===== src/rtl/sbm_pkg.sv =====
// Shared types, constants and the bin-to-band map of the spectrum band meter.
package sbm_pkg;

	localparam int unsigned NUM_BANDS      = 8;
	localparam int unsigned BAND_W         = 3;
	localparam int unsigned BIN_INDEX_BITS = 9;
	localparam int unsigned GAIN_W         = 16;
	localparam int unsigned LEVEL_W        = 8;
	localparam int unsigned TIME_W         = 32;

	localparam int unsigned NOISE_FLOOR = 500;
	localparam int unsigned IDLE_MS     = 135;
	localparam int unsigned LEVEL_MAX   = 200;
	localparam int unsigned LEVEL_DECAY = 4;
	localparam int unsigned PEAK_DECAY  = 2;

	// Upper bin of bands five and six
	localparam int unsigned BAND5_TOP = 106;
	localparam int unsigned BAND6_TOP = 400;

	localparam logic [GAIN_W-1:0] GAIN_RESET [NUM_BANDS] = '{
		16'd50, 16'd40, 16'd40, 16'd40, 16'd25, 16'd25, 16'd65, 16'd55
	};

	typedef enum logic [1:0] {
		ST_IDLE,
		ST_DIV,
		ST_BIN_OUT,
		ST_FRAME
	} state_t;

	typedef struct packed {
		logic              hit;
		logic [BAND_W-1:0] idx;
	} band_sel_t;

	// Map an FFT bin to its band; bins below two and bins five and six hit nothing
	function automatic band_sel_t band_of(input logic [BIN_INDEX_BITS-1:0] bin);
		band_sel_t sel;
		sel.hit = 1'b1;
		priority if (bin < 9'd2) begin
			sel.hit = 1'b0;
			sel.idx = '0;
		end else if (bin <= 9'd4) begin
			sel.idx = 3'd0;
		end else if (bin <= 9'd6) begin
			sel.hit = 1'b0;
			sel.idx = '0;
		end else if (bin <= 9'd10) begin
			sel.idx = 3'd1;
		end else if (bin <= 9'd14) begin
			sel.idx = 3'd2;
		end else if (bin <= 9'd30) begin
			sel.idx = 3'd3;
		end else if (bin <= 9'd60) begin
			sel.idx = 3'd4;
		end else if (bin <= BIN_INDEX_BITS'(BAND5_TOP)) begin
			sel.idx = 3'd5;
		end else if (bin <= BIN_INDEX_BITS'(BAND6_TOP)) begin
			sel.idx = 3'd6;
		end else begin
			sel.idx = 3'd7;
		end
		return sel;
	endfunction

endpackage


===== src/rtl/spectrum_band_meter.sv =====
// Eight-band spectrum bar meter with peak hold, shared bit-serial divider.
//
// Input channel (in_valid / in_stall): cmd 0 carries a bin_index and magnitude,
// cmd 1 marks the end of a frame; both carry now_ms. Output channel (out_valid /
// out_stall) returns band, level, peak, peak_changed, is_frame, last. The user
// writes gains (cfg_we/cfg_addr/cfg_wdata) only while the block is idle, unchecked.
//
// A bin at or below the noise floor or outside every band is dropped in its accept
// cycle. A kept bin runs the restoring divider, one quotient bit a cycle, and
// then reports once the output register is free; the next item is accepted
// after that. A frame end sweeps the eight bands, one band a cycle while the
// output is not stalled, and reports all eight. in_stall is high for the whole
// of an item's work. The result sits in an output register, so the block takes
// the next item while it waits there; a stalled receiver holds the sweep or the
// division report until it takes the pending transaction. Reset restores the
// default gains and clears every level, peak, shown peak and update time; the
// block is ready right after reset.
module spectrum_band_meter
	import sbm_pkg::*;
#(
	parameter int unsigned MAG_BITS = 24
) (
	input  logic                      clk,
	input  logic                      arst_n,
	// configuration
	input  logic                      cfg_we,
	input  logic [BAND_W-1:0]         cfg_addr,
	input  logic [GAIN_W-1:0]         cfg_wdata,
	// input channel
	input  logic                      in_valid,
	output logic                      in_stall,
	input  logic                      cmd,
	input  logic [BIN_INDEX_BITS-1:0] bin_index,
	input  logic [MAG_BITS-1:0]       magnitude,
	input  logic [TIME_W-1:0]         now_ms,
	// output channel
	output logic                      out_valid,
	input  logic                      out_stall,
	output logic [BAND_W-1:0]         band,
	output logic [LEVEL_W-1:0]        level,
	output logic [LEVEL_W-1:0]        peak,
	output logic                      peak_changed,
	output logic                      is_frame,
	output logic                      last
);

	localparam int unsigned CNT_W = $clog2(MAG_BITS + 1);

	state_t state_q, state_d;

	logic [GAIN_W-1:0]  gain_q       [NUM_BANDS];
	logic [LEVEL_W-1:0] level_q      [NUM_BANDS];
	logic [LEVEL_W-1:0] peak_q       [NUM_BANDS];
	logic [LEVEL_W-1:0] shown_q      [NUM_BANDS];
	logic [TIME_W-1:0]  upd_time_q   [NUM_BANDS];

	logic [BAND_W-1:0]   band_q;
	logic [TIME_W-1:0]   now_q;
	logic [GAIN_W-1:0]   div_gain_q;
	logic [GAIN_W-1:0]   rem_q;
	logic [MAG_BITS-1:0] dvd_q;
	logic [CNT_W-1:0]    cnt_q;

	logic                out_valid_q;
	logic [BAND_W-1:0]   out_band_q;
	logic [LEVEL_W-1:0]  out_level_q;
	logic [LEVEL_W-1:0]  out_peak_q;
	logic                out_chg_q;
	logic                out_frame_q;
	logic                out_last_q;

	logic      in_acc;
	logic      out_free;
	band_sel_t sel;
	logic      bin_keep;
	logic      start_div;
	logic      start_frame;
	logic      div_step;
	logic      bin_load;
	logic      frame_load;

	// divider datapath
	logic [GAIN_W:0]    trial;
	logic [GAIN_W:0]    trial_diff;
	logic               trial_ge;
	logic [LEVEL_W-1:0] bin_level;
	logic [LEVEL_W-1:0] bin_peak;

	// frame sweep datapath
	logic [TIME_W-1:0]  age;
	logic               band_idle;
	logic [LEVEL_W-1:0] lvl_cur;
	logic [LEVEL_W-1:0] lvl_dec;
	logic [LEVEL_W-1:0] lvl_new;
	logic [LEVEL_W-1:0] pk_raised;
	logic [LEVEL_W-1:0] pk_new;
	logic               pk_chg;

	assign in_stall = (state_q != ST_IDLE);
	assign in_acc   = in_valid && !in_stall;
	assign out_free = !out_valid_q || !out_stall;

	// Classify the incoming item
	assign sel      = band_of(bin_index);
	assign bin_keep = sel.hit && (magnitude > MAG_BITS'(NOISE_FLOOR));

	// One restoring division step
	assign trial      = {rem_q, dvd_q[MAG_BITS-1]};
	assign trial_ge   = trial >= {1'b0, div_gain_q};
	assign trial_diff = trial - {1'b0, div_gain_q};

	// Clamp the quotient and raise the peak
	assign bin_level = (dvd_q > MAG_BITS'(LEVEL_MAX)) ? LEVEL_W'(LEVEL_MAX)
		: dvd_q[LEVEL_W-1:0];
	assign bin_peak  = (bin_level > peak_q[band_q]) ? bin_level : peak_q[band_q];

	// Decay one band at the frame end
	assign age       = now_q - upd_time_q[band_q];
	assign band_idle = age > TIME_W'(IDLE_MS);
	assign lvl_cur   = level_q[band_q];
	assign lvl_dec   = (lvl_cur > LEVEL_W'(LEVEL_DECAY)) ? lvl_cur - LEVEL_W'(LEVEL_DECAY) : '0;
	assign lvl_new   = band_idle ? lvl_dec : lvl_cur;
	assign pk_raised = (band_idle && (lvl_new > peak_q[band_q])) ? lvl_new : peak_q[band_q];
	assign pk_new    = (pk_raised > LEVEL_W'(PEAK_DECAY)) ? pk_raised - LEVEL_W'(PEAK_DECAY) : '0;
	assign pk_chg    = (shown_q[band_q] != pk_new);

	// Hold the sequencer state
	always_ff @(posedge clk or negedge arst_n) begin
		if (!arst_n) begin
			state_q <= ST_IDLE;
		end else begin
			state_q <= state_d;
		end
	end

	// Advance the sequencer
	always_comb begin
		state_d     = state_q;
		start_div   = 1'b0;
		start_frame = 1'b0;
		div_step    = 1'b0;
		bin_load    = 1'b0;
		frame_load  = 1'b0;
		unique case (state_q)
			ST_IDLE: begin
				if (in_acc && cmd) begin
					start_frame = 1'b1;
					state_d     = ST_FRAME;
				end else if (in_acc && bin_keep) begin
					start_div = 1'b1;
					state_d   = ST_DIV;
				end
			end
			ST_DIV: begin
				div_step = 1'b1;
				if (cnt_q == CNT_W'(1)) begin
					state_d = ST_BIN_OUT;
				end
			end
			ST_BIN_OUT: begin
				if (out_free) begin
					bin_load = 1'b1;
					state_d  = ST_IDLE;
				end
			end
			ST_FRAME: begin
				if (out_free) begin
					frame_load = 1'b1;
					if (band_q == BAND_W'(NUM_BANDS - 1)) begin
						state_d = ST_IDLE;
					end
				end
			end
			default: begin
				state_d = ST_IDLE;
			end
		endcase
	end

	// Latch the item, run the divider and step the frame sweep
	always_ff @(posedge clk) begin
		if (start_div) begin
			band_q     <= sel.idx;
			now_q      <= now_ms;
			div_gain_q <= gain_q[sel.idx];
			rem_q      <= '0;
			dvd_q      <= magnitude;
			cnt_q      <= CNT_W'(MAG_BITS);
		end else if (start_frame) begin
			band_q <= '0;
			now_q  <= now_ms;
		end else if (div_step) begin
			rem_q <= trial_ge ? trial_diff[GAIN_W-1:0] : trial[GAIN_W-1:0];
			dvd_q <= {dvd_q[MAG_BITS-2:0], trial_ge};
			cnt_q <= cnt_q - CNT_W'(1);
		end else if (frame_load) begin
			band_q <= band_q + BAND_W'(1);
		end
	end

	// Write gains and band state
	always_ff @(posedge clk or negedge arst_n) begin
		if (!arst_n) begin
			for (int i = 0; i < NUM_BANDS; i++) begin
				gain_q[i]     <= GAIN_RESET[i];
				level_q[i]    <= '0;
				peak_q[i]     <= '0;
				shown_q[i]    <= '0;
				upd_time_q[i] <= '0;
			end
		end else begin
			if (cfg_we) begin
				gain_q[cfg_addr] <= cfg_wdata;
			end
			if (bin_load) begin
				level_q[band_q]    <= bin_level;
				peak_q[band_q]     <= bin_peak;
				upd_time_q[band_q] <= now_q;
			end else if (frame_load) begin
				level_q[band_q] <= lvl_new;
				peak_q[band_q]  <= pk_new;
				shown_q[band_q] <= pk_new;
				if (band_idle) begin
					upd_time_q[band_q] <= now_q;
				end
			end
		end
	end

	// Hold the output transaction until taken
	always_ff @(posedge clk or negedge arst_n) begin
		if (!arst_n) begin
			out_valid_q <= 1'b0;
		end else if (bin_load || frame_load) begin
			out_valid_q <= 1'b1;
		end else if (!out_stall) begin
			out_valid_q <= 1'b0;
		end
	end

	always_ff @(posedge clk) begin
		if (bin_load) begin
			out_band_q  <= band_q;
			out_level_q <= bin_level;
			out_peak_q  <= bin_peak;
			out_chg_q   <= 1'b0;
			out_frame_q <= 1'b0;
			out_last_q  <= 1'b1;
		end else if (frame_load) begin
			out_band_q  <= band_q;
			out_level_q <= lvl_new;
			out_peak_q  <= pk_new;
			out_chg_q   <= pk_chg;
			out_frame_q <= 1'b1;
			out_last_q  <= (band_q == BAND_W'(NUM_BANDS - 1));
		end
	end

	assign out_valid    = out_valid_q;
	assign band         = out_band_q;
	assign level        = out_level_q;
	assign peak         = out_peak_q;
	assign peak_changed = out_chg_q;
	assign is_frame     = out_frame_q;
	assign last         = out_last_q;

	// Reported values stay in the bar range
	assert property (@(posedge clk) disable iff (!arst_n)
		out_valid |-> (level <= LEVEL_W'(LEVEL_MAX)) && (peak <= LEVEL_W'(LEVEL_MAX)))
		else $error("reported level or peak above full scale");

	// A bin report holds its peak at or above its level, sets last and clears peak_changed
	assert property (@(posedge clk) disable iff (!arst_n)
		out_valid && !is_frame |-> (peak >= level) && last && !peak_changed)
		else $error("bin report with bad peak or flags");

	// Only the last band of a sweep closes the frame
	assert property (@(posedge clk) disable iff (!arst_n)
		out_valid && is_frame |-> (last == (band == BAND_W'(NUM_BANDS - 1))))
		else $error("frame report with wrong last flag");

	// The divider finishes into the report state
	assert property (@(posedge clk) disable iff (!arst_n)
		(state_q == ST_DIV) && (cnt_q == CNT_W'(1)) |=> (state_q == ST_BIN_OUT))
		else $error("division did not end in the report state");

	// A new report never overwrites a waiting one
	assert property (@(posedge clk) disable iff (!arst_n)
		out_valid_q && out_stall |-> !bin_load && !frame_load)
		else $error("output register overwritten while stalled");

endmodule

===== config.mk =====
export PLATFORM = sky130hd
export DESIGN_NAME = spectrum_band_meter
export DESIGN_NICKNAME = d
export VERILOG_FILES = /design/src/rtl/sbm_pkg.sv /design/src/rtl/spectrum_band_meter.sv
export SDC_FILE = /design/constraint.sdc
export NUM_CORES = 1
export LEC_CHECK = 0
export ABC_AREA = 1
export BUFFER_PORTS_ARGS = -buffer_cell sky130_fd_sc_hd__buf_2
export CORE_AREA = 8 8 214 319
export DETAILED_ROUTE_END_ITERATION = 8
export DIE_AREA = 0 0 222 327
export PLACE_DENSITY = 0.71
export SLEW_MARGIN = 20
export SYNTH_ARGS = -nofsm -noshare
export SYNTH_HDL_FRONTEND = slang
export SYNTH_SLANG_ARGS = --single-unit

===== constraint.sdc =====
create_clock -name clk -period 12.65 [get_ports clk]
set_clock_uncertainty 0.15 [all_clocks]
set_input_delay 3.1625 -clock clk [delete_from_list [all_inputs] [get_ports clk]]
set_output_delay 3.1625 -clock clk [all_outputs]
set_load 0.01 [all_outputs]

==> flow_summary.toml <==
[timing]
relSlewSlack_pct = 26.75
fin_crit_ns = 8.697
finalSetupViolations = 0
fin_crit_sh_pct = 68.75
tns_ns = 0
worst_pin_slew_ns = 1.091
hold_violations = 0
fmax_ghz = 0.1150
rsz0062_at_grt = "no"
slew_viol_final = 0

[synth]
ys_seq_area_share_pct = 51.43
synth_fp_nets = 4404
synth_edf_count = 94
yosysTopAreaCell = "dfrtp_1"
yosys-top-cells-count = "nand2_1, o21ai_0, dfrtp_1"
synthDistinctLibCells = 65
ys_async_sr_fraction_pct = 83.07
synth_top_area_share_pct = 40.23
netlist_area_um2 = 34650
synthCells = 4242
synth_most_common_cell = "nand2_1"
synthTopCellsByArea = "dfrtp_1, nand2_1, o21ai_0"
yosys_warnings = 0
ys_seq_elements = 697
synth_flop_cell = "dfrtp_1"
syn_avg_cell_area_um2 = 8.167

[detailed_routing]
routed_wl_um = 98030
num_vias = 29142
wl_per_cell_um = 19.04
drc = 0
avgViaCountPerCell = 5.661
ant_nets = 0
drtIter0Drc = 2697
dr.pass1.iters = 5

[clock_network]
cts_buffer_depth = 3
cts_resized = 0
numCtsBuffers = 68
cts.sinks = 697
clockRootBuffer = "clkbuf_16"
htreeDepth = 3
holdBufCountCts = 0
tritoncts = "done"
clk_latency_ns = 0.63
cts_setup_buffers = 0
cts.clk_slew.worst_paths_ns = 0.06

[worst_setup_path]
arrival_ns = 9.11
cp_slowest_cell = "nand3_1"
crit_path_start_kind = "flop"
critPathMaxFanout = 27
cp.buffers_inverters = 6
cp_common_cell = "nand2_1"
cpPeakStageDelay_ns = 0.79
worst-setup-path-type = "flop to flop"
crit_family = "simple AND/OR/NAND/NOR gates"
required_ns = 13.06
cp-end-kind = "flop"

[status]
status = "complete, no violations"

[floorplan]
die_h_um = 327
ios = 114
core-area_um2 = 63760
num_rows = 114
start_util_pct = 54.34
die_w_um = 222
die_area_um2 = 72590

[placed_design]
dp_hpwl_um = 64150
gp_congestion = 0.9999
dp.cells = 5022
place.port_buffers = 113

[cells_and_area]
num_antenna_cells = 0
final_util_pct = 59.70
layout-drive-gt1-share_pct = 8.833
syn_to_final_growth_pct = 9.863
nets = 4442
fin_cells = 5148

[grt]
grt_use_total_pct = 26.73
antenna_found_initial = 0
overflow = 0
grt_first_pass_wirelength_um = 155200
grt_pass1_vias = 28613
grt_max_degree = 175

[hold_path]
hold_class = "flop to flop"

[flow_run]
max_cap_violations = 0
per-layer routing:
layer  vias to the layer above  GRT usage [%]  wire length (um)
li1                      13977              -                 -
met1                     13977          32.46             39450
met2                       947          46.28             48700
met3                       241          4.834              5969
met4                         0          11.79              3912
met5                         -              0                 0
worst register-to-register path, delay by kind of cell (launching register included):
family	cells	cell delay [ns]
AND/OR/NAND/NOR	26	4.50
adder cells (fa/ha/maj)	3	0.93
flip-flops	1	0.62
multiplexers	1	0.13
AO/OA/AOI/OAI	4	0.80
buffers and inverters	6	1.51
flip-flops by register name, summed over array words and instances, names as in the netlist, 16 cells and up:
name        cells
rem_q          16
shown_q        64
dvd_q          24
level_q        64
peak_q         64
div_gain_q     16
gain_q        128
now_q          32
upd_time_q    256
cell families after synthesis:
logic type	share of synthesized area (%)
mux	1.069
compound gates	16.19
simple gates	19.99
buf+inv	8.202
xor+xnor	0.4731
fa+ha+maj	2.644
flops	51.43
cell type report:
type,count,area [um2]
fill,5790,25700
sequential,697,17820
multi-input combinational,2797,14050
inverter,570,2142
clock buffer,106,2019
tap,812,1016
timing repair buffer,146,852.1
clock inverter,20,163.9
cell usage in the layout (no fill, tap or decap), drive strengths merged, types with 3 or more instances in the layout:
master / instances
a211oi: 5
a21o: 3
a21oi: 105
a221oi: 39
a22o: 25
a22oi: 42
a31oi: 17
and2: 6
and3: 3
buf: 146
clkbuf: 106
clkinv: 23
dfrtp: 557
dfstp: 22
dfxtp: 24
edfxtp: 94
ha: 70
inv: 565
mux2i: 37
nand2: 1131
nand3: 112
nand3b: 8
nand4: 67
nor2: 314
nor3: 15
nor4: 9
o211ai: 4
o21ai: 657
o22ai: 79
or2: 13
xnor2: 8
xor2: 9
metrics by stage:
stage	hold slack, ns	setup slack [ns]	cell area [um2]
2_1_floorplan	0.2752	6.111	34650
3_3_place_gp	0.2894	4.217	35860
3_5_place_dp	0.2897	4.146	35860
4_1_cts	0.3060	4.126	38040
5_1_grt	0.3473	3.435	38060
6_report	0.3008	3.953	38060
final timing paths:
path | start | end | slack (ns) | depth (start not counted)
worst max-delay path | band_q[0] | peak_q[7] | 3.95 | 40
worst min-delay path | cnt_q[1] | cnt_q[1] | 0.30 | 2
worst max register to register | band_q[0] | peak_q[7] | 3.95 | 40
worst min register to register | cnt_q[1] | cnt_q[1] | 0.30 | 2
max in group asynchronous | arst_n | shown_q[22] | 7.77 | 3
min in group asynchronous | arst_n | upd_time_q[39] | 2.47 | 1
Power is not shown: default switching activity piles up to over one toggle a cycle in this logic, so the estimate is an artifact.
